### config.mk
export PLATFORM = sky130hd
export DESIGN_NAME = ptc_path_mem
export DESIGN_NICKNAME = d
export VERILOG_FILES = /design/src/rtl/core/prefix_trie_counter_top_assert.svh /design/src/rtl/core/ptc_path_mem.sv
export SDC_FILE = /design/constraint.sdc
export NUM_CORES = 1
export LEC_CHECK = 0
export BUFFER_PORTS_ARGS = -buffer_cell sky130_fd_sc_hd__buf_2
export CORE_AREA = 2 2 292 294
export DETAILED_ROUTE_END_ITERATION = 7
export DIE_AREA = 0 0 294 296
export GPL_TIMING_DRIVEN = 0
export PLACE_DENSITY = 0.76
export SETUP_SLACK_MARGIN = 0.15
export SLEW_MARGIN = 0
export SYNTH_ARGS = -nofsm -noshare
export SYNTH_HDL_FRONTEND = slang
export SYNTH_SLANG_ARGS = --single-unit
### constraint.sdc
create_clock -name i_clk -period 2.5 [get_ports i_clk]
set_clock_uncertainty 0.05 [all_clocks]
set_input_delay 0.125 -clock i_clk [delete_from_list [all_inputs] [get_ports i_clk]]
set_output_delay 0.125 -clock i_clk [all_outputs]
set_load 0.005 [all_outputs]
### src/rtl/core/prefix_trie_counter_top_assert.svh
// Assertion macros shared by the prefix trie counter RTL.
`ifndef PREFIX_TRIE_COUNTER_TOP_ASSERT_SVH
`define PREFIX_TRIE_COUNTER_TOP_ASSERT_SVH
`ifndef SYNTHESIS
`define PTC_ASSERT(lbl, clk, rst_n, prop) \
    lbl: assert property (@(posedge clk) disable iff (!(rst_n)) (prop)) \
        else $error("ptc check failed");
`define PTC_ASSERT_NEXT(lbl, clk, rst_n, ante, cons) \
    lbl: assert property (@(posedge clk) disable iff (!(rst_n)) (ante) |=> (cons)) \
        else $error("ptc check failed");
`else
`define PTC_ASSERT(lbl, clk, rst_n, prop)
`define PTC_ASSERT_NEXT(lbl, clk, rst_n, ante, cons)
`endif
`endif

### src/rtl/core/ptc_path_mem.sv
// -----------------------------------------------------------------------------
// Prefix trie counter path store
// Parent node and letter of each step of a word being deleted.
// -----------------------------------------------------------------------------
`timescale 1ns / 1ps
`default_nettype none
module ptc_path_mem #(
    parameter int DEPTH = 64,
    parameter int AW    = 6,
    parameter int DW    = 17
) (
    input  wire logic          i_clk,
    input  wire logic [AW-1:0] i_rd_addr,
    output logic      [DW-1:0] o_rd_data,
    input  wire logic          i_wr_en,
    input  wire logic [AW-1:0] i_wr_addr,
    input  wire logic [DW-1:0] i_wr_data
);
    logic [DW-1:0] r_mem [DEPTH];

    always_ff @(posedge i_clk) begin
        if (i_wr_en) begin
            r_mem[i_wr_addr] <= i_wr_data;
        end
        o_rd_data <= r_mem[i_rd_addr];
    end
endmodule
`default_nettype wire

After elaboration in Yosys (flattened, before gate mapping):

Memory sizes are Yosys's and may differ from the RTL's. A register that Yosys moved wholly into a read port is not among the register bits.
Index checks and enable logic that the tools add are counted.

* RAM bits: 1088
* memories: 1
* register bits: 0
* output and inout port bits: 17
* word-level logic and storage cells: 3
* bits of input ports: 31

* muxes and demuxes: 2

Memories
* r_mem: words 64, bits a word 17, read ports 1, clocked after memory_dff 1, write ports 1, RTL line ptc_path_mem.sv:19 `logic [DW-1:0] r_mem [DEPTH];`

Operator list (count)
* $mux W1: 2

Depth between registers and ports, before layout:

* depth after elaboration: 2
* mapped depth: 9
* depth with buffers taken out: 5

Least setup slack after synthesis:

Ideal clock, no wire load.

* path kind: input port to flip-flop
* start point: input i_wr_addr[3]
* end point: memory r_mem[48][0], enable pin
* data required time: 2.038 ns
* arrival: 1.818 ns
* library setup time: 0.412 ns
* stages: 4
* buffers on the path: 1
* slack: 0.220 ns
* cells stage by stage: clkbuf_1 > nor2b_1 > nand4b_1 > nor3_1

RTL lines
* from (decl): RTL line ptc_path_mem.sv:16 `input wire logic [AW-1:0] i_wr_addr,`
* to (decl): RTL line ptc_path_mem.sv:19

No word-level cell before the write port.

==> out/qor.csv <==
stage,metric,value,unit
clock_network,Setup Buffers After CTS,0,
detailed_routing,routed length on met3,12.2,mm
setup_path,CP endpoint,o_rd_data[12]$_DFF_P_,
setup_path,number of cells on the critical path,8,
setup_path,worst path cell trace,buf_2 -> buf_2 -> buf_2 -> mux4_2 -> mux2i_1 -> a22oi_1 -> o221ai_1 -> a211oi_1,
logic_synthesis,Area contributors post-synth,"edfxtp_1 (77%), mux4_2 (11%), mux2i_1 (3.0%)",
logic_synthesis,Mapped Nets,1984,
logic_synthesis,sequential fraction of the synthesis area,78.0,%
finish,footprint of the multi-input gates,8890,um^2
finish,Area Overhead vs Synth,14.6,%
global_route,vias in the first global route,21700,
detailed_routing,detailed-route via count,21700,
placed_design,pre-CTS setup slack,-0.848,ns
detailed_routing,Iteration-0 DRC Markers,3012,
setup_path,"most used cell, CP",buf_2,
timing,Tcrit/Tclk final,99.8,%
clock_network,Clock Sinks,1105,
flow_run,maxcap violations,0,
clock_network,root buffer selected by CTS,clkbuf_16,
global_route,first-pass GRT wire length,151,mm
setup_path,r2r setup slk,0.21,ns
setup_path,r2r endpoint,o_rd_data[12]$_DFF_P_,
setup_path,CP max FO,10,
setup_path,critical path's slowest cell,a22oi_1,
placed_design,port buffer count,39,
logic_synthesis,top cell type by total area after synthesis,edfxtp_1,
pwr,pwr dens,785,nW/um^2
setup_path,worst r2r src,r_mem[18][12]$_DFFE_PP_,
floorplan,Die W,294,um
global_route,Total Routing Usage GR,24.6,%
worst_hold_path,worst hold path class,input pin to flop,
setup_path,CP endpoint kind,flop,
timing,Tmin final,2.50,ns
placed_design,DP HPWL,67.1,mm
clock_network,maximum buffer depth of the clock tree,3,
logic_synthesis,number of synthesized flops with an enable pin,1088,
setup_path,CP peak stage delay,0.58,ns
clock_network,worst-skew pair later-pin latency,0.69,ns
global_route,remaining global-route overflow,0,
detailed_routing,total iterations of the first detailed-routing run,8,
detailed_routing,WL/cell,31.9,um
placed_design,placed inst area,45000,um^2
timing,final setup margin,0.00399,ns
clock_network,CTS tree,yes,
timing,final setup vio count,0,
finish,post-layout net count,2193,
setup_path,Worst setup SP type,input pin,
timing,Fin. Hold Viols,0,
detailed_routing,drt drc,0,
finish,layout cells sized above 1,28.5,%
logic_synthesis,Yosys reg bits,1105,
status,status,"complete, no violations",
setup_path,cell family with most CP delay,compound AO/OA/AOI/OAI gates,
detailed_routing,ANT nets after route,0,
clock_network,Num CTS Buffers,106,
finish,final instance area,48500,um^2
floorplan,core area,84200,um^2
setup_path,Critical path origin,i_rd_addr[2],
setup_path,Worst EP arrival,3.02,ns
detailed_routing,Vias per Instance,6.50,
timing,Tightest Pin Transition,1.39,ns
floorplan,Ports,48,
pwr,Design Power,38.1,mW
timing,slew margin rel.,7.02,%
floorplan,starting density of the core,50.3,%
global_route,largest net degree at the start of global routing,65,
pwr,worst vdd ir,0.541,mV
floorplan,row count,107,
clock_network,H-tree depth,3,
logic_synthesis,synthesized area,42300,um^2
floorplan,Die ar.,87000,um^2
timing,"Slew Viols, Final",0,
finish,Storage cell area,33000,um^2
pwr,leakage,15.5,nW
finish,end-of-flow core utilization,57.6,%
setup_path,Required @ worst endpoint,3.02,ns
timing,FMAX,401,MHz
clock_network,"Reg clk slew, reported paths",0.06,ns
logic_synthesis,"Top FF cell, synth",edfxtp_1,
detailed_routing,top layer in use,met5,
detailed_routing,met1 WL,39.1,mm
timing,hold slack,0.0483,ns
setup_path,r2r worst-path depth,5,
setup_path,WP buf/inv,3,
logic_synthesis,Synth Instances,1953,
logic_synthesis,share of the synthesized area in the top cell type,77.2,%
floorplan,Die Ht,296,um
timing,RSZ-0062 raised after global routing,false,
global_route,initial antenna violation count,11,
finish,fill count,5790,
setup_path,Crit Path Category,input pin to flop,
logic_synthesis,Synth Warn #,0,
logic_synthesis,async set or reset register ratio after synthesis,0,%
logic_synthesis,library cells used by synthesis,38,
detailed_routing,Met2 Routed Length,50.9,mm
detailed_routing,final wirelength,106,mm
placed_design,GPL Wtd Cong,0.916,
logic_synthesis,Mean Syn Cell Area,21.7,um^2
cell type report:
type,instances,share of cell area [%]
antenna,2,0.0103
buffer,113,1.50
clock buffer,133,5.87
clock inverter,61,1.02
inverter,1,0.00773
multi-input combinational,734,18.3
sequential,1105,68.0
tap,1090,2.81
timing repair buffer,101,2.45
cells in the final DEF (no fill, tap or decap), types with 15 or more instances in the layout:
cell | netlist | layout
a22oi_1 | 63 | 55
nand2_1 | 25 | 25
clkinv_1 | 0 | 24
clkbuf_1 | 44 | 56
and3_1 | 15 | 15
mux2i_1 | 128 | 128
nand3_1 | 17 | 17
buf_4 | 17 | 26
mux4_2 | 216 | 216
a211oi_1 | 23 | 19
nor2_2 | 0 | 62
buf_8 | 3 | 53
nor2b_1 | 25 | 25
a221oi_1 | 43 | 42
nor2_1 | 99 | 37
buf_2 | 34 | 64
dfxtp_1 | 17 | 17
edfxtp_1 | 1088 | 1088
clkinv_2 | 0 | 19
clkbuf_16 | 0 | 109
registers in the layout (all words and copies together), names as in the netlist:
signal,flops
o_rd_data,17
r_mem,1088
what timing repair did:
item | CTS | global route
hold endpoints to repair | 2 | 0
resized for setup | 13 | 24
endpoints found under the setup margin | 13 | 15
hold buffers | 3 | 0
pin swaps | 0 | 0
through the flow:
stage	std cells	setup TNS, ns
floorplan	1953	0
global placement	3082	-370.94
detailed placement	3141	-16.55
CTS	3338	0
global route	3338	0
finish	3340	0
worst min path at each step:
| stage | from | to | slack, ns | cells after the start |
|---|---|---|---|---|
| floorplan | i_wr_data[0] | r_mem[0][0]$_DFFE_PP_ | 0.17 | 0 |
| global route | i_wr_addr[0] | r_mem[55][16]$_DFFE_PP_ | 0.04 | 3 |
| CTS | i_wr_addr[0] | r_mem[55][16]$_DFFE_PP_ | 0.01 | 3 |
| finish | i_wr_data[8] | r_mem[54][8]$_DFFE_PP_ | 0.05 | 1 |
| global placement | o_rd_data[16]$_DFF_P_ | o_rd_data[16] | 0.46 | 1 |
| detailed placement | o_rd_data[6]$_DFF_P_ | o_rd_data[6] | 0.45 | 1 |
routing by layer:
metal	up-vias	track usage [%]
li1	8662	-
met1	11200	32.9
met2	1525	39.1
met3	277	6.36
met4	16	9.40
met5	-	0
power breakdown:
part / switching [mW] / internal (mW)
Clock: 6.76 / 8.69
Combinational: 1.37 / 0.706
Sequential: 0.0403 / 20.5
Total: 8.17 / 29.9
cell families after synthesis:
kind of cell | after synthesis | share of synthesized area (%)
mux | 356 | 14.8
simple gates | 213 | 2.43
buf+inv | 114 | 1.68
flops | 1105 | 78.0
compound gates | 165 | 3.10
synth_stat cells (11+ instances only):
cell type and n:
and3_1 15, clkbuf_1 44, mux2_2 12, a22oi_1 63
a211oi_1 23, nor2_1 99, dfxtp_1 17, edfxtp_1 1088
o221ai_1 11, a221oi_1 43, mux4_2 216, nor2b_1 25
nand3_1 17, mux2i_1 128, buf_2 34, a21oi_1 12
buf_4 17, nand2_1 25
(Power assumes the default switching activity.)
